File: src/rtl/assert_macros.svh
// assertion macros for the rtl files, used by integer_field_formatter
// clocked on clk and disabled while rst_n is low, in the including module
`ifndef ASSERT_MACROS_SVH
`define ASSERT_MACROS_SVH

// same-cycle implication
`define AST_IMP(lbl, ante, cons, msg) \
  lbl: assert property (@(posedge clk) disable iff (!rst_n) (ante) |-> (cons)) \
    else $error(msg);

// next-cycle implication
`define AST_NXT(lbl, ante, cons, msg) \
  lbl: assert property (@(posedge clk) disable iff (!rst_n) (ante) |=> (cons)) \
    else $error(msg);

`endif

File: src/rtl/ifmt_pkg.sv
// shared types, codes and constants of the integer field formatter
// no dependencies
package ifmt_pkg;

  localparam int MAX_WIDTH         = 63;
  localparam int MAX_PRECISION     = 60;
  localparam int DIGIT_STORE_DEPTH = 22;
  localparam int DIGIT_IDX_W       = $clog2(DIGIT_STORE_DEPTH);
  localparam int DIGIT_CNT_W       = $clog2(DIGIT_STORE_DEPTH + 1);

  typedef logic [2:0] mode_t;
  localparam mode_t MODE_SDEC   = 3'd0;
  localparam mode_t MODE_UDEC   = 3'd1;
  localparam mode_t MODE_OCT    = 3'd2;
  localparam mode_t MODE_HEXL   = 3'd3;
  localparam mode_t MODE_HEXU   = 3'd4;
  localparam mode_t MODE_PTR    = 3'd5;
  localparam mode_t MODE_CHAR   = 3'd6;
  localparam mode_t MODE_UNUSED = 3'd7;

  typedef logic [1:0] size_class_t;
  localparam size_class_t SC_8  = 2'd0;
  localparam size_class_t SC_16 = 2'd1;
  localparam size_class_t SC_32 = 2'd2;
  localparam size_class_t SC_64 = 2'd3;

  localparam int FLAG_LEFT  = 0;
  localparam int FLAG_PLUS  = 1;
  localparam int FLAG_SPACE = 2;
  localparam int FLAG_ALT   = 3;
  localparam int FLAG_ZERO  = 4;

  localparam logic [7:0] CH_ZERO    = 8'h30;
  localparam logic [7:0] CH_SPACE   = 8'h20;
  localparam logic [7:0] CH_LOWER_A = 8'h61;
  localparam logic [7:0] CH_UPPER_A = 8'h41;
  localparam logic [7:0] CH_MINUS   = 8'h2d;
  localparam logic [7:0] CH_PLUS    = 8'h2b;
  localparam logic [7:0] CH_X       = 8'h78;

  typedef enum logic [2:0] {
    ST_IDLE,
    ST_LOAD,
    ST_CONV,
    ST_SIZE,
    ST_BOUND,
    ST_EMIT
  } state_t;

  function automatic logic [7:0] digit_char(logic [3:0] d, logic upper);
    logic [7:0] d8;
    d8 = {4'b0, d};
    if (d < 4'd10) begin
      return CH_ZERO + d8;
    end
    return (upper ? CH_UPPER_A : CH_LOWER_A) + d8 - 8'd10;
  endfunction

  function automatic logic [63:0] mask_size(logic [63:0] v, size_class_t sc);
    logic [63:0] r;
    unique case (sc)
      SC_8:    r = {56'b0, v[7:0]};
      SC_16:   r = {48'b0, v[15:0]};
      SC_32:   r = {32'b0, v[31:0]};
      default: r = v;
    endcase
    return r;
  endfunction

endpackage

File: src/rtl/integer_field_formatter.sv
// integer field formatter: one integer conversion in, its characters out one per transfer
// states after the input transfer: load, conversion, size, bound, then emit; conversion takes n
// shift/add-3 steps (8/16/32/64 by size class) for decimal, one step per digit for octal and
// hex, and 0 for char or suppressed digits; the shared digit unit sets n, then one character per
// cycle while out_stall is low; a new conversion is taken in idle only; unused modes are dropped
// synchronous active-low reset returns the sequencer to idle and drops the output valid
`include "assert_macros.svh"

module integer_field_formatter import ifmt_pkg::*; (
  input  logic        clk,
  input  logic        rst_n,
  // input channel
  input  logic        in_valid,
  output logic        in_stall,
  input  logic [63:0] in_value,
  input  logic [2:0]  in_mode,
  input  logic [1:0]  in_size_class,
  input  logic [4:0]  in_flag_bits,
  input  logic        in_width_given,
  input  logic [5:0]  in_field_width,
  input  logic        in_precision_given,
  input  logic [5:0]  in_precision,
  // result channel
  output logic        out_valid,
  input  logic        out_stall,
  output logic [7:0]  out_char,
  output logic        out_last,
  output logic [6:0]  out_char_count
);

  // sequencer
  state_t state_r, state_nxt;

  // captured conversion
  logic [63:0]       work_r, work_nxt;     // raw value, then the shifting work value
  mode_t             mode_r, mode_nxt;
  size_class_t       sc_r, sc_nxt;
  logic [4:0]        flags_r, flags_nxt;
  logic              wg_r, wg_nxt;
  logic [5:0]        fw_r, fw_nxt;
  logic              pg_r, pg_nxt;
  logic [5:0]        pr_r, pr_nxt;         // saturated precision
  logic              neg_r, neg_nxt;
  logic              upper_r, upper_nxt;
  logic              pfx_r, pfx_nxt;

  // shared digit unit
  logic [3:0]             digit_store_r [DIGIT_STORE_DEPTH];
  logic [3:0]             store_nxt     [DIGIT_STORE_DEPTH];
  logic [3:0]             adj           [DIGIT_STORE_DEPTH];
  logic [3:0]             dabble        [DIGIT_STORE_DEPTH];
  logic [DIGIT_CNT_W-1:0] dc_r, dc_nxt;    // digit count
  logic [6:0]             bit_cnt_r, bit_cnt_nxt;

  // layout
  logic [6:0] pad_r, pad_nxt;
  logic [6:0] pz_r, pz_nxt;                // precision zeros
  logic [6:0] body_r, body_nxt;
  logic       sgn_r, sgn_nxt;
  logic [6:0] b1_r, b2_r, b3_r, b5_r, b6_r, total_r, dtop_r;
  logic [6:0] b1_nxt, b2_nxt, b3_nxt, b5_nxt, b6_nxt, total_nxt, dtop_nxt;
  logic [6:0] pos_r, pos_nxt;              // emit position

  // output register
  logic       out_valid_r, out_valid_nxt;
  logic [7:0] out_char_r, out_char_nxt;
  logic       out_last_r, out_last_nxt;
  logic [6:0] out_count_r, out_count_nxt;

  // combinational helpers
  logic        in_xfer, out_xfer;
  logic [63:0] masked, negated, mag, vsel, aligned;
  logic        sign_bit, is_neg, is_dec, suppress;
  logic [6:0]  nbits;
  logic [63:0] hex_shift;
  logic [3:0]  hex_digit;
  logic        prec_pad;
  logic [6:0]  dc7, pr7, content, pad_c, pz_c, body_c;
  logic        left, zero_pad, sgn_c;
  logic [7:0]  sign_ch, emit_ch;
  logic        emit_last;
  logic [DIGIT_IDX_W-1:0] rd_idx;
  logic [6:0]  rd_off;

  assign in_xfer  = in_valid && !in_stall;
  assign out_xfer = out_valid_r && !out_stall;
  assign in_stall = (state_r != ST_IDLE);

  assign out_valid      = out_valid_r;
  assign out_char       = out_char_r;
  assign out_last       = out_last_r;
  assign out_char_count = out_count_r;

  // value preparation: truncate, sign, magnitude
  always_comb begin
    masked = mask_size(work_r, sc_r);
    unique case (sc_r)
      SC_8:    sign_bit = work_r[7];
      SC_16:   sign_bit = work_r[15];
      SC_32:   sign_bit = work_r[31];
      default: sign_bit = work_r[63];
    endcase
    is_neg  = (mode_r == MODE_SDEC) && sign_bit;
    negated = mask_size(64'd0 - masked, sc_r);
    mag     = is_neg ? negated : masked;
    if (mode_r == MODE_PTR) begin
      vsel = {32'b0, work_r[31:0]};
    end else if (mode_r == MODE_CHAR) begin
      vsel = {56'b0, work_r[7:0]};
    end else begin
      vsel = mag;
    end
    // decimal shifts msb first, so left-align the operand
    unique case (sc_r)
      SC_8:    begin nbits = 7'd8;  aligned = {vsel[7:0], 56'b0};  end
      SC_16:   begin nbits = 7'd16; aligned = {vsel[15:0], 48'b0}; end
      SC_32:   begin nbits = 7'd32; aligned = {vsel[31:0], 32'b0}; end
      default: begin nbits = 7'd64; aligned = vsel;                 end
    endcase
    suppress = (mode_r <= MODE_HEXU) && pg_r && (pr_r == 6'd0) && (vsel == 64'd0);
  end

  // add-3 and shift step of the decimal digit unit
  always_comb begin
    for (int k = 0; k < DIGIT_STORE_DEPTH; k++) begin
      adj[k] = (digit_store_r[k] >= 4'd5) ? digit_store_r[k] + 4'd3 : digit_store_r[k];
    end
    dabble[0] = {adj[0][2:0], work_r[63]};
    for (int k = 1; k < DIGIT_STORE_DEPTH; k++) begin
      dabble[k] = {adj[k][2:0], adj[k-1][3]};
    end
  end

  assign is_dec = (mode_r == MODE_SDEC) || (mode_r == MODE_UDEC);

  // octal / hex digit step
  always_comb begin
    if (mode_r == MODE_OCT) begin
      hex_digit = {1'b0, work_r[2:0]};
      hex_shift = work_r >> 3;
    end else begin
      hex_digit = work_r[3:0];
      hex_shift = work_r >> 4;
    end
  end

  // sizing terms, all from registered state
  always_comb begin
    dc7      = {{(7-DIGIT_CNT_W){1'b0}}, dc_r};
    pr7      = {1'b0, pr_r};
    prec_pad = (mode_r <= MODE_OCT) && pg_r && (pr7 > dc7);
    left     = flags_r[FLAG_LEFT];
    zero_pad = flags_r[FLAG_ZERO] && !left;
    sgn_c    = neg_r || flags_r[FLAG_PLUS] || flags_r[FLAG_SPACE];
    pz_c     = prec_pad ? pr7 - dc7 : 7'd0;
    // digits only, precision zeros counted apart
    body_c   = (mode_r == MODE_CHAR) ? 7'd1 : dc7;
    content  = {6'b0, sgn_c} + (pfx_r ? 7'd2 : 7'd0) + pz_c + body_c;
    pad_c    = (wg_r && ({1'b0, fw_r} > content)) ? {1'b0, fw_r} - content : 7'd0;
  end

  // character at the current emit position
  always_comb begin
    if (neg_r) begin
      sign_ch = CH_MINUS;
    end else if (flags_r[FLAG_PLUS]) begin
      sign_ch = CH_PLUS;
    end else begin
      sign_ch = CH_SPACE;
    end
    rd_off = dtop_r - pos_r;
    rd_idx = rd_off[DIGIT_IDX_W-1:0];
    priority if (pos_r < b1_r) begin
      emit_ch = CH_SPACE;
    end else if (pos_r < b2_r) begin
      emit_ch = sign_ch;
    end else if (pos_r < b3_r) begin
      emit_ch = (pos_r == b2_r) ? CH_ZERO : CH_X;
    end else if (pos_r < b5_r) begin
      emit_ch = CH_ZERO;
    end else if (pos_r < b6_r) begin
      emit_ch = (mode_r == MODE_CHAR) ? work_r[7:0] : digit_char(digit_store_r[rd_idx], upper_r);
    end else begin
      emit_ch = CH_SPACE;
    end
    emit_last = (pos_r == total_r - 7'd1);
  end

  // sequencer and datapath next state
  always_comb begin
    state_nxt   = state_r;
    work_nxt    = work_r;
    mode_nxt    = mode_r;
    sc_nxt      = sc_r;
    flags_nxt   = flags_r;
    wg_nxt      = wg_r;
    fw_nxt      = fw_r;
    pg_nxt      = pg_r;
    pr_nxt      = pr_r;
    neg_nxt     = neg_r;
    upper_nxt   = upper_r;
    pfx_nxt     = pfx_r;
    store_nxt   = digit_store_r;
    dc_nxt      = dc_r;
    bit_cnt_nxt = bit_cnt_r;
    pad_nxt     = pad_r;
    pz_nxt      = pz_r;
    body_nxt    = body_r;
    sgn_nxt     = sgn_r;
    b1_nxt      = b1_r;
    b2_nxt      = b2_r;
    b3_nxt      = b3_r;
    b5_nxt      = b5_r;
    b6_nxt      = b6_r;
    total_nxt   = total_r;
    dtop_nxt    = dtop_r;
    pos_nxt     = pos_r;
    // output register drains on a transfer unless refilled below
    out_valid_nxt = out_valid_r && out_stall;
    out_char_nxt  = out_char_r;
    out_last_nxt  = out_last_r;
    out_count_nxt = out_count_r;

    unique case (state_r)
      ST_IDLE: begin
        if (in_xfer && (in_mode != MODE_UNUSED)) begin
          work_nxt  = in_value;
          mode_nxt  = in_mode;
          sc_nxt    = in_size_class;
          flags_nxt = in_flag_bits;
          wg_nxt    = in_width_given;
          fw_nxt    = (in_field_width > 6'(MAX_WIDTH)) ? 6'(MAX_WIDTH) : in_field_width;
          pg_nxt    = in_precision_given;
          pr_nxt    = (in_precision > 6'(MAX_PRECISION)) ? 6'(MAX_PRECISION) : in_precision;
          state_nxt = ST_LOAD;
        end
      end

      ST_LOAD: begin
        neg_nxt     = is_neg;
        upper_nxt   = (mode_r == MODE_HEXU) || (mode_r == MODE_PTR);
        pfx_nxt     = (mode_r == MODE_PTR) ||
                      (((mode_r == MODE_HEXL) || (mode_r == MODE_HEXU)) && flags_r[FLAG_ALT]);
        dc_nxt      = '0;
        bit_cnt_nxt = nbits;
        if ((mode_r == MODE_CHAR) || suppress) begin
          work_nxt  = vsel;
          state_nxt = ST_SIZE;
        end else if (is_dec) begin
          work_nxt = aligned;
          for (int k = 0; k < DIGIT_STORE_DEPTH; k++) begin
            store_nxt[k] = 4'd0;
          end
          state_nxt = ST_CONV;
        end else begin
          work_nxt  = vsel;
          state_nxt = ST_CONV;
        end
      end

      ST_CONV: begin
        if (is_dec) begin
          // one binary digit per cycle into the decimal digit store
          store_nxt   = dabble;
          work_nxt    = {work_r[62:0], 1'b0};
          bit_cnt_nxt = bit_cnt_r - 7'd1;
          if ((dc_r < DIGIT_CNT_W'(DIGIT_STORE_DEPTH)) &&
              (dabble[dc_r[DIGIT_IDX_W-1:0]] != 4'd0)) begin
            dc_nxt = dc_r + DIGIT_CNT_W'(1);
          end
          if (bit_cnt_r == 7'd1) begin
            if (dc_nxt == '0) begin
              dc_nxt = DIGIT_CNT_W'(1);
            end
            state_nxt = ST_SIZE;
          end
        end else begin
          // one octal or hex digit per cycle, least significant first
          store_nxt[dc_r[DIGIT_IDX_W-1:0]] = hex_digit;
          work_nxt = hex_shift;
          dc_nxt   = dc_r + DIGIT_CNT_W'(1);
          if ((hex_shift == 64'd0) || (dc_nxt == DIGIT_CNT_W'(DIGIT_STORE_DEPTH))) begin
            state_nxt = ST_SIZE;
          end
        end
      end

      ST_SIZE: begin
        sgn_nxt   = sgn_c;
        body_nxt  = body_c;
        pz_nxt    = pz_c;
        pad_nxt   = pad_c;
        state_nxt = ST_BOUND;
      end

      ST_BOUND: begin
        // segment boundaries: lpad, sign, prefix, zero pad, precision zeros, body, rpad
        b1_nxt    = (!left && !zero_pad) ? pad_r : 7'd0;
        b2_nxt    = b1_nxt + {6'b0, sgn_r};
        b3_nxt    = b2_nxt + (pfx_r ? 7'd2 : 7'd0);
        b5_nxt    = b3_nxt + (zero_pad ? pad_r : 7'd0) + pz_r;
        b6_nxt    = b5_nxt + body_r;
        total_nxt = b6_nxt + (left ? pad_r : 7'd0);
        dtop_nxt  = b5_nxt + dc7 - 7'd1;
        pos_nxt   = 7'd0;
        state_nxt = (total_nxt == 7'd0) ? ST_IDLE : ST_EMIT;
      end

      ST_EMIT: begin
        if (!out_valid_r || !out_stall) begin
          out_valid_nxt = 1'b1;
          out_char_nxt  = emit_ch;
          out_last_nxt  = emit_last;
          out_count_nxt = emit_last ? total_r : 7'd0;
          pos_nxt       = pos_r + 7'd1;
          if (emit_last) begin
            state_nxt = ST_IDLE;
          end
        end
      end

      default: state_nxt = ST_IDLE;
    endcase
  end

  // control registers
  always_ff @(posedge clk) begin
    if (!rst_n) begin
      state_r     <= ST_IDLE;
      out_valid_r <= 1'b0;
      dc_r        <= '0;
      work_r      <= '0;
      pos_r       <= '0;
    end else begin
      state_r     <= state_nxt;
      out_valid_r <= out_valid_nxt;
      dc_r        <= dc_nxt;
      work_r      <= work_nxt;
      pos_r       <= pos_nxt;
    end
  end

  // payload registers
  always_ff @(posedge clk) begin
    mode_r      <= mode_nxt;
    sc_r        <= sc_nxt;
    flags_r     <= flags_nxt;
    wg_r        <= wg_nxt;
    fw_r        <= fw_nxt;
    pg_r        <= pg_nxt;
    pr_r        <= pr_nxt;
    neg_r       <= neg_nxt;
    upper_r     <= upper_nxt;
    pfx_r       <= pfx_nxt;
    bit_cnt_r   <= bit_cnt_nxt;
    pad_r       <= pad_nxt;
    pz_r        <= pz_nxt;
    body_r      <= body_nxt;
    sgn_r       <= sgn_nxt;
    b1_r        <= b1_nxt;
    b2_r        <= b2_nxt;
    b3_r        <= b3_nxt;
    b5_r        <= b5_nxt;
    b6_r        <= b6_nxt;
    total_r     <= total_nxt;
    dtop_r      <= dtop_nxt;
    out_char_r  <= out_char_nxt;
    out_last_r  <= out_last_nxt;
    out_count_r <= out_count_nxt;
  end

  // digit store
  always_ff @(posedge clk) begin
    digit_store_r <= store_nxt;
  end

  // checks
  `AST_IMP(a_emit_in_range, state_r == ST_EMIT, pos_r < total_r,
           "emit position past the end of the conversion")
  `AST_IMP(a_conv_count, state_r == ST_CONV, dc_r < DIGIT_CNT_W'(DIGIT_STORE_DEPTH),
           "digit count overran the digit store")
  `AST_NXT(a_no_gap, out_xfer && !out_last_r, out_valid_r,
           "gap inside the characters of one conversion")
  `AST_NXT(a_busy_after_accept, in_xfer && (in_mode != MODE_UNUSED), in_stall,
           "conversion accepted but block not busy")
  `AST_IMP(a_last_count, out_valid_r && out_last_r, out_count_r != 7'd0,
           "final character without a character count")

endmodule
File: config.mk
export PLATFORM = sky130hd
export DESIGN_NAME = integer_field_formatter
export DESIGN_NICKNAME = d
export VERILOG_FILES = /design/src/rtl/ifmt_pkg.sv /design/src/rtl/integer_field_formatter.sv
export VERILOG_INCLUDE_DIRS = /design/src /design/src/rtl
export SDC_FILE = /design/constraint.sdc
export NUM_CORES = 1
export LEC_CHECK = 0
export ABC_AREA = 0
export BUFFER_PORTS_ARGS = -buffer_cell sky130_fd_sc_hd__buf_2
export CAP_MARGIN = 25
export CORE_MARGIN = 5
export CORE_UTILIZATION = 30
export CTS_CLUSTER_DIAMETER = 40
export CTS_CLUSTER_SIZE = 16
export DETAILED_ROUTE_END_ITERATION = 8
export SLEW_MARGIN = 20
export SYNTH_ARGS = -nofsm -noshare
export SYNTH_HDL_FRONTEND = slang
export SYNTH_SLANG_ARGS = --single-unit
File: constraint.sdc
create_clock -name clk -period 8.7 [get_ports clk]
set_input_delay 0.87 -clock clk [delete_from_list [all_inputs] [get_ports clk]]
set_output_delay 0.87 -clock clk [all_outputs]
set_load 0.02 [all_outputs]
==> results.md, run 1 <==
- Run status: finished, final reports clean
- Starting density of the core: 0.3026
- Final TNS setup: 0 ns
- Crit path cell chain: nor2_1, and2_1, ha_1, xor2_1, ha_1, o211ai_1, nor4_1, xor2_1, inv_1, fa_1, inv_1, ha_1, xnor2_1, ha_1, a21oi_1, o21ai_0, xor2_1, ha_1, xnor2_1, or4b_2, or3b_2, mux2_2, a31oi_1, o21ai_1
- Slowest cell on crit path: or4b_2
- Biggest cell delay along the critical path: 0.74 ns
- Pwr per Cell Area: 307.4 nW/um^2
- Die Wd: between 300 and 400 um
- R2R Path Start: flags_r[0]
- Compound-Gate Fraction of Synth Area: 0.2548
- Worst Setup SP: flags_r[0]
- CTS sink cnt: ~280
- CP max FO: 13
- Largest family of logic cells by synthesized area: compound AO/OA/AOI/OAI gates
- Predominant post-synthesis flop cell: edfxtp_1
- Post-route ant nets: 0
- Async SR Flop Fraction: 0
- Number of antenna repair diodes: 0
- Psw: 3.984 mW
- Fraction of layout cells with a size suffix above 1: 0.1193
- Worst skew pair latency: 0.63 ns
- CP delay by family, top: simple AND/OR/NAND/NOR gates
- Syn Nets: ~3300
- Adder-Cell Fraction of Synth Area: 0.08033
- Period minus WS final: about 7.3 ns
- Wire length per cell: around 22 um
- GPL Wtd Cong: 0.9807
- Number of enable flip-flop cells after synthesis: 204
- Warnings, synthesis: 0
- Clk_skew: 0.03540 ns
- Post-synthesis register bit count: 284
- Post-Synthesis Cells: ~3100
- DR DRC count: 0
- Power, Total: 8.874 mW
- Met3 wire len: approximately 7800 um
- Vias: 24313
- Cts repair resizes: 0
- RSZ-0062 raised after global routing: no
- Slew margin rel.: 0.2984
- VDD IR-drop max: roughly 180 uV
- Yosys cell types: 97
- Share of the synthesized area in the top cell type: 0.2419
- CTS Buf Count: 57
- Vias in the first global route: around 23000
- Drt total wl: 91530 um
- # Max-Cap Violations: 0
- Vias per inst: 5.774
- Die H: 300.6 um
- Reg2Reg Setup Slack: ~1.4 ns
- Std cell rows: 106
- Met1 wire length: 39800 um
- CTS Hold Buffers Added: 0
- Post-place setup slack: 1.447 ns
- Overall Global Routing Usage: 0.1941
- Critical Path RT: 9.21 ns
- Clock share of power: 0.274
- Die area: 90330 sq um
- Final hold slack: 0.4185 ns
- Max layer used: met4
- Final hold viol count: 0
- Final setup viols: 0
- Register area share after synthesis: 0.3051
- Longest Clk Path Bufs: 3
- Commonest non-fill, non-tap cell in the layout: nor2_1
- Drt initial violations: 2933
- CP arrival: a little under 8 ns
- XOR/XNOR share of the synthesized area: 0.04589
- Combinational share of power: 0.448
- Drt pass-1 iters: 6
- Switching Fraction: 0.4489
- Core area: approximately 84000 sq um
- Min-delay src: in_flag_bits[1]
- Leak: 10.78 nW
- CTS H-tree depth: 2
- IO Pins: 110
- TritonCTS clock tree: built
- Port Buffer Count: 109
- Worst setup SP type: flip-flop
- Post-Synth Simple-Gate Area: 0.1994
- Commonest cells after routing, fill and taps aside: nor2_1 (315), nand2_1 (291), a21oi_1 (211)
- Largest cells by area after synthesis: edfxtp_1 (24%), ha_1 (6.8%), dfxtp_1 (6.3%)
- NumNets Final: 3273
- Tcrit/Tclk final: 0.8377
- Fin worst setup slack: 1.412 ns
- Synth-to-Final Area Change: 13.98%
- Pin count of the biggest net entering global routing: 89
- Clk pin slew, worst setup/hold paths: 0.06 ns
- Worst Path Buf+Inv: 2
- Post-synthesis mux area share: 0.04792
- Highest clock rate: ~140 MHz
- CTS root buffer: clkbuf_16
- Antenna violations before repair: 5
- Worst setup path class: reg -> reg
- Synth area leader: edfxtp_1
- P_int: 4.890 mW
- Remaining global-route overflow: 0
- Non-Filler Instances: 4211
- CP endpoint kind: flip-flop
- WL met2: 40190 um
- First-pass GRT wire length: 140100 um
- Worst hold path type: in -> reg
- Post-Place Cells: 4101
- Syn Area/Cell: 8.226 sq um
- Sequential share of power: 0.278
- Slew @ Worst Pin: 1.051 ns
- HPWL after DPL: 64360 um
- Max Slew Vio Count: 0
- Setup Buffers After CTS: 0
- Mapped Area: 25330 sq um
- Critical path's most frequent cell: ha_1
registers in the layout, indices dropped and copies added (netlist names), 5 cells and up:
signal / cells
digit_store_r: 88
work_r: 64
out_char: 8
b1_r: 7
b2_r: 7
b5_r: 7
b6_r: 7
bit_cnt_r: 7
out_char_count: 7
pad_r: 7
pos_r: 7
pz_r: 7
total_r: 7
b3_r: 6
fw_r: 6
pr_r: 6
body_r: 5
dc_r: 5
dtop_r: 5
flags_r: 5
kinds of logic (layout without fill, tap and decap cells):
family	Yosys count	in the layout
and+or+nand+nor	1032	1032
AOI/OAI and AO/OA	945	945
buffers and inverters	441	439
DFF	284	284
adders and majority gates	153	153
xor gates and xnor gates	131	131
muxes	93	93
through the flow:
stage                     instance area [sq um]    util
after floorplan                           25330       -
after global placement                    26700  0.3190
after detailed placement                  26700  0.3191
after CTS                                 28850  0.3447
after global routing                      28870  0.3449
final                                     28870  0.3449
final timing paths:
path,to,cells past startpoint
worst min register to register,out_valid,2
worst min-delay path,flags_r[1],1
worst max-delay path,state_r[0],24
worst max register to register,state_r[0],24
layout make-up:
class / count / area [sq um]
Multi-Input combinational cell: 2354 / 16000
Tap cell: 1134 / 1419
Fill cell: 8703 / 54820
Clock inverter: 43 / 613.1
Clock buffer: 65 / 1528
Inverter: 172 / 645.6
Timing Repair Buffer: 159 / 932.1
Sequential cell: 284 / 7727
power groups by stage:
stage | clock network, mW | logic [mW] | registers [mW]
after global placement | 0 | 3.87 | 2.46
after CTS | 2.47 | 3.91 | 2.43
after floorplan | 0 | 3.07 | 2.05
after detailed placement | 0 | 3.90 | 2.45
after global routing | 2.54 | 4.34 | 2.49
final | 2.43 | 3.98 | 2.46
cells in the mapped netlist, types with 9 or more instances:
cell type / n
nor2_1: 320
nand2_1: 294
clkbuf_1: 216
a21oi_1: 212
edfxtp_1: 204
inv_1: 167
o21ai_0: 158
ha_1: 137
a211oi_1: 106
xnor2_1: 101
a31oi_1: 84
dfxtp_1: 80
mux2i_1: 65
nor3_1: 57
a221oi_1: 54
and2_1: 53
nand3_1: 52
a21o_1: 46
o211ai_1: 46
nand2b_1: 45
nor4_1: 34
buf_1: 32
nor3b_1: 29
xor2_1: 29
nand4_1: 28
mux4_2: 22
o22ai_1: 22
nor2b_1: 19
o21a_1: 18
and3_1: 17
buf_2: 17
fa_1: 16
o31ai_1: 16
a221o_1: 15
a32oi_1: 15
or3_1: 14
nand3b_1: 11
o41ai_1: 11
a31o_2: 9
or3b_2: 9
metal layers:
layer	global-route usage	vias to the layer above
met5	0	-
met4	0.06925	0
met3	0.03187	242
met2	0.3021	1135
met1	0.2728	11637
li1	-	11299
Power figures use the tool's default switching activity.
==> run 2, diff against run 1 <==
Settings changed: ABC_AREA 0 to 1.
Clock period 8.7 ns to 5.8 ns, I/O delays scaled along.
==> run 2 against run 1 <==
Compared with the run above:
- register-to-register slack worse by 1.1 ns
- clock power is 44% higher
- synthesized cell count up 19%
- clock skew up 0.0030 ns
- critical path depth grew 6
- clock-buffer cell count up 6
- largest cell class unchanged
- utilization increased by 0.43 points
- hold slack worse by 0.30 ns
- combinational power grew 110%
- global-route usage increased by 1.3 points
==> results.md, run 2 <==
- Post-route ant nets: 0 (unchanged)
- Post-synthesis mux area share: 0.001203 (was 0.04792)
- Die H: 298.5 um (was 300.6 um)
- Synth top cells by count: nand2_1 (817), inv_1 (468), o21ai_0 (381), nor2_1 (379), nand3_1 (263) (was nor2_1 (320), nand2_1 (294), clkbuf_1 (216), a21oi_1 (212), edfxtp_1 (204))
- CTS Hold Buffers Added: 0 (unchanged)
- Post-Synthesis Cells: 3653 (was 3079)
- Sequential share of power: 0.235 (was 0.278)
- VDD IR-drop max: 376.1 uV (was 184.3 uV)
- Antenna violations before repair: 3 (was 5)
- Final Instance Area: 28770 sq um (was 28870 sq um)
- Starting density of the core: 0.3032 (was 0.3026)
- Tcrit/Tclk final: 0.9427 (was 0.8377)
- Std cell rows: 105 (was 106)
- Longest Clk Path Bufs: 3 (unchanged)
- First-pass GRT wire length: 146900 um (was 140100 um)
- Drt initial violations: 3184 (was 2933)
- Switching Fraction: 0.5005 (was 0.4489)
- Biggest cell delay along the critical path: 0.56 ns (was 0.74 ns)
- CTS Buf Count: 58 (was 57)
- Final hold viol count: 0 (unchanged)
- R2R Path Start: flags_r[4] (was flags_r[0])
- Wire length per cell: 20.10 um (was 21.74 um)
- TritonCTS clock tree: built (unchanged)
- Slew @ Worst Pin: 1.087 ns (was 1.051 ns)
- Warnings, synthesis: 0 (unchanged)
- Synth area leader: edfxtp_1 (unchanged)
- Leak: 12.78 nW (was 10.78 nW)
- GPL Wtd Cong: 0.9973 (was 0.9807)
- Non-Filler Instances: 4832 (was 4211)
- CTS H-tree depth: 2 (unchanged)
- P_int: 7.874 mW (was 4.890 mW)
- NumNets Final: 3957 (was 3273)
- CP endpoint kind: flip-flop (unchanged)
- Vias per inst: 5.468 (was 5.774)
- CP arrival: 6.05 ns (was 7.80 ns)
- Cell area after placement: 26640 sq um (was 26700 sq um)
- # Max-Cap Violations: 0 (unchanged)
- Mapped Area: 24970 sq um (was 25330 sq um)
- Number of enable flip-flop cells after synthesis: 204 (unchanged)
- Pwr per Cell Area: 548.1 nW/um^2 (was 307.4 nW/um^2)
- Predominant post-synthesis flop cell: edfxtp_1 (unchanged)
- Drt total wl: 97140 um (was 91530 um)
- Max Slew Vio Count: 0 (unchanged)
- Adder-Cell Fraction of Synth Area: 0.08147 (was 0.08033)
- Final core occ: 0.3492 (was 0.3449)
- Clock share of power: 0.223 (was 0.274)
- HPWL after DPL: 71350 um (was 64360 um)
- Critical path depth in cells: 30 (was 24)
- Reg2Reg Setup Slack: 0.33 ns (was 1.41 ns)
- Most flops, register: digit_store_r (unchanged)
- Clk pin slew, worst setup/hold paths: 0.06 ns (about the same)
- CP delay by family, top: adder cells (was simple AND/OR/NAND/NOR gates)
- CP max FO: 4 (was 13)
- Final setup viols: 0 (unchanged)
- Yosys cell types: 62 (was 97)
- Max reg flops: 88 (unchanged)
- Terminus of the critical flop-to-flop path: state_r[0] (unchanged)
- Slew margin rel.: 0.2752 (was 0.2984)
- Largest family of logic cells by synthesized area: simple AND/OR/NAND/NOR gates (was compound AO/OA/AOI/OAI gates)
- Synth-to-Final Area Change: 15.19% (was 13.98%)
- Post-place setup slack: 0.1266 ns (was 1.447 ns)
- Compound-Gate Fraction of Synth Area: 0.2031 (was 0.2548)
- Overall Global Routing Usage: 0.2076 (was 0.1941)
- Number of antenna repair diodes: 0 (unchanged)
- Psw: 7.891 mW (was 3.984 mW)
- Fin worst setup slack: 0.3322 ns (was 1.412 ns)
- Vias: 26421 (was 24313)
- Core area: 82370 sq um (was 83690 sq um)
- Commonest cells after routing, fill and taps aside: nand2_1 (816), inv_1 (467), o21ai_0 (380) (was nor2_1 (315), nand2_1 (291), a21oi_1 (211))
- Combinational share of power: 0.542 (was 0.448)
- XOR/XNOR share of the synthesized area: 0.02370 (was 0.04589)
- Slowest cell on crit path: fa_1 (was or4b_2)
- Reg2Reg Depth: 30 (was 24)
- Die Wd: 298.5 um (was 300.6 um)
- Register area share after synthesis: 0.3094 (was 0.3051)
- CP Capture Point: state_r[0] (unchanged)
- Run status: finished, final reports clean (unchanged)
- Pin count of the biggest net entering global routing: 88 (was 89)
- Share of the synthesized area in the top cell type: 0.2453 (was 0.2419)
- Syn Area/Cell: 6.836 sq um (was 8.226 sq um)
- Worst setup path class: reg -> reg (unchanged)
- Count leader, synth: nand2_1 (was nor2_1)
- Async SR Flop Fraction: 0 (unchanged)
- Syn Nets: 3898 (was 3324)
- Worst Path Buf+Inv: 5 (was 2)
- Vias in the first global route: 24525 (was 22619)
- Post-Place Cells: 4717 (was 4101)
- Post-Synth Simple-Gate Area: 0.2791 (was 0.1994)
- Period minus WS final: 5.468 ns (was 7.288 ns)
- Worst Setup SP: flags_r[4] (was flags_r[0])
- Fraction of layout cells with a size suffix above 1: 0.1023 (was 0.1193)
- CTS root buffer: clkbuf_16 (unchanged)
- Post-synthesis register bit count: 284 (unchanged)
- Port Buffer Count: 109 (unchanged)
- Worst setup SP type: flip-flop (unchanged)
- Drt pass-1 iters: 6 (unchanged)
- DR DRC count: 0 (unchanged)
- Largest cells by area after synthesis: edfxtp_1 (25%), nand2_1 (12%), o21ai_0 (7.6%) (was edfxtp_1 (24%), ha_1 (6.8%), dfxtp_1 (6.3%))
- Worst hold path type: in -> reg (unchanged)
- Remaining global-route overflow: 0 (unchanged)
- Commonest non-fill, non-tap cell in the layout: nand2_1 (was nor2_1)
- CTS sink cnt: 284 (unchanged)
- Worst skew pair latency: 0.65 ns (was 0.63 ns)
- IO Pins: 110 (unchanged)
- Highest clock rate: 182.9 MHz (was 137.2 MHz)
- Die area: 89110 sq um (was 90330 sq um)
- Clk_skew: 0.03839 ns (was 0.03540 ns)
- Critical Path RT: 6.38 ns (was 9.21 ns)
run 2: cell count changes after synthesis, sizes merged, moves of 62 or more:
cell	before	now
a211oi	106	21
a31oi	85	12
clkbuf	219	128
inv	167	479
mux2i	65	3
nand2	294	833
nand3	52	278
nor2	320	394
o21ai	166	396
xnor2	101	24
run 2: logic make-up (layout without fill, tap and decap cells):
| kind of cell | after synthesis | after routing |
|---|---|---|
| xor+xnor | 66 | 66 |
| simple gates | 1632 | 1632 |
| buf+inv | 648 | 757 |
| mux | 3 | 3 |
| fa+ha+maj | 153 | 153 |
| flops | 284 | 284 |
| compound gates | 867 | 867 |
run 2: metrics by stage:
stage / TNS (ns) / hold WS (ns) / power, mW
floorplan: 0 / 0.4810 / 9.391
global placement: 0 / 0.5359 / 11.91
detailed placement: 0 / 0.5322 / 11.97
CTS: 0 / 0.08427 / 15.53
global route: -0.01482 / 0.09370 / 16.88
finish: 0 / 0.1193 / 15.76
run 2: area by class of cell:
cell class | instances | area (sq um)
clock inverters | 39 | 509.2
repair buffers | 162 | 1008
flip-flops and latches | 284 | 7727
multi-input cells | 2721 | 14810
fillers | 8782 | 53610
clock buffers | 71 | 1541
well taps | 1070 | 1339
inverters | 485 | 1828
run 2: metal layers:
layer	track usage	routed length [um]	vias to the layer above
met2	0.3302	43160	1273
met1	0.2759	40520	12302
met5	0	13	-
met3	0.04145	8958	289
li1	-	-	12555
met4	0.08719	4493	2
run 2: worst min-delay path by stage:
stage                                from    endpoint  slack [ns]  cells after the start
after floorplan                work_r[61]  work_r[61]        0.48                      2
after global placement         work_r[63]  work_r[63]        0.54                      2
after detailed placement       work_r[63]  work_r[63]        0.53                      2
after CTS                 in_flag_bits[1]  flags_r[1]        0.08                      1
after global routing      in_flag_bits[1]  flags_r[1]        0.09                      1
final                     in_flag_bits[1]  flags_r[1]        0.12                      1
run 2: power by group through the flow:
stage               clock [mW]  combinational (mW)  sequential, mW
floorplan                    0                5.88            3.51
global placement             0                8.19            3.72
detailed placement           0                8.25            3.72
CTS                       3.55                8.30            3.68
global route              3.65                9.45            3.78
finish                    3.51                8.55            3.70
run 2: worst register-to-register path, delay by kind of cell (launching register included):
family / cells / cell delay, ns
AOI/OAI and AO/OA: 4 / 0.64
xor gates and xnor gates: 4 / 0.74
adders and majority gates: 7 / 2.42
buffers and inverters: 5 / 0.34
DFF: 1 / 0.39
and+or+nand+nor: 10 / 0.88
run 2: what timing repair did:
item,CTS,global route
buffers inserted,0,4
gates resized for setup,0,9
setup endpoints to repair,0,2
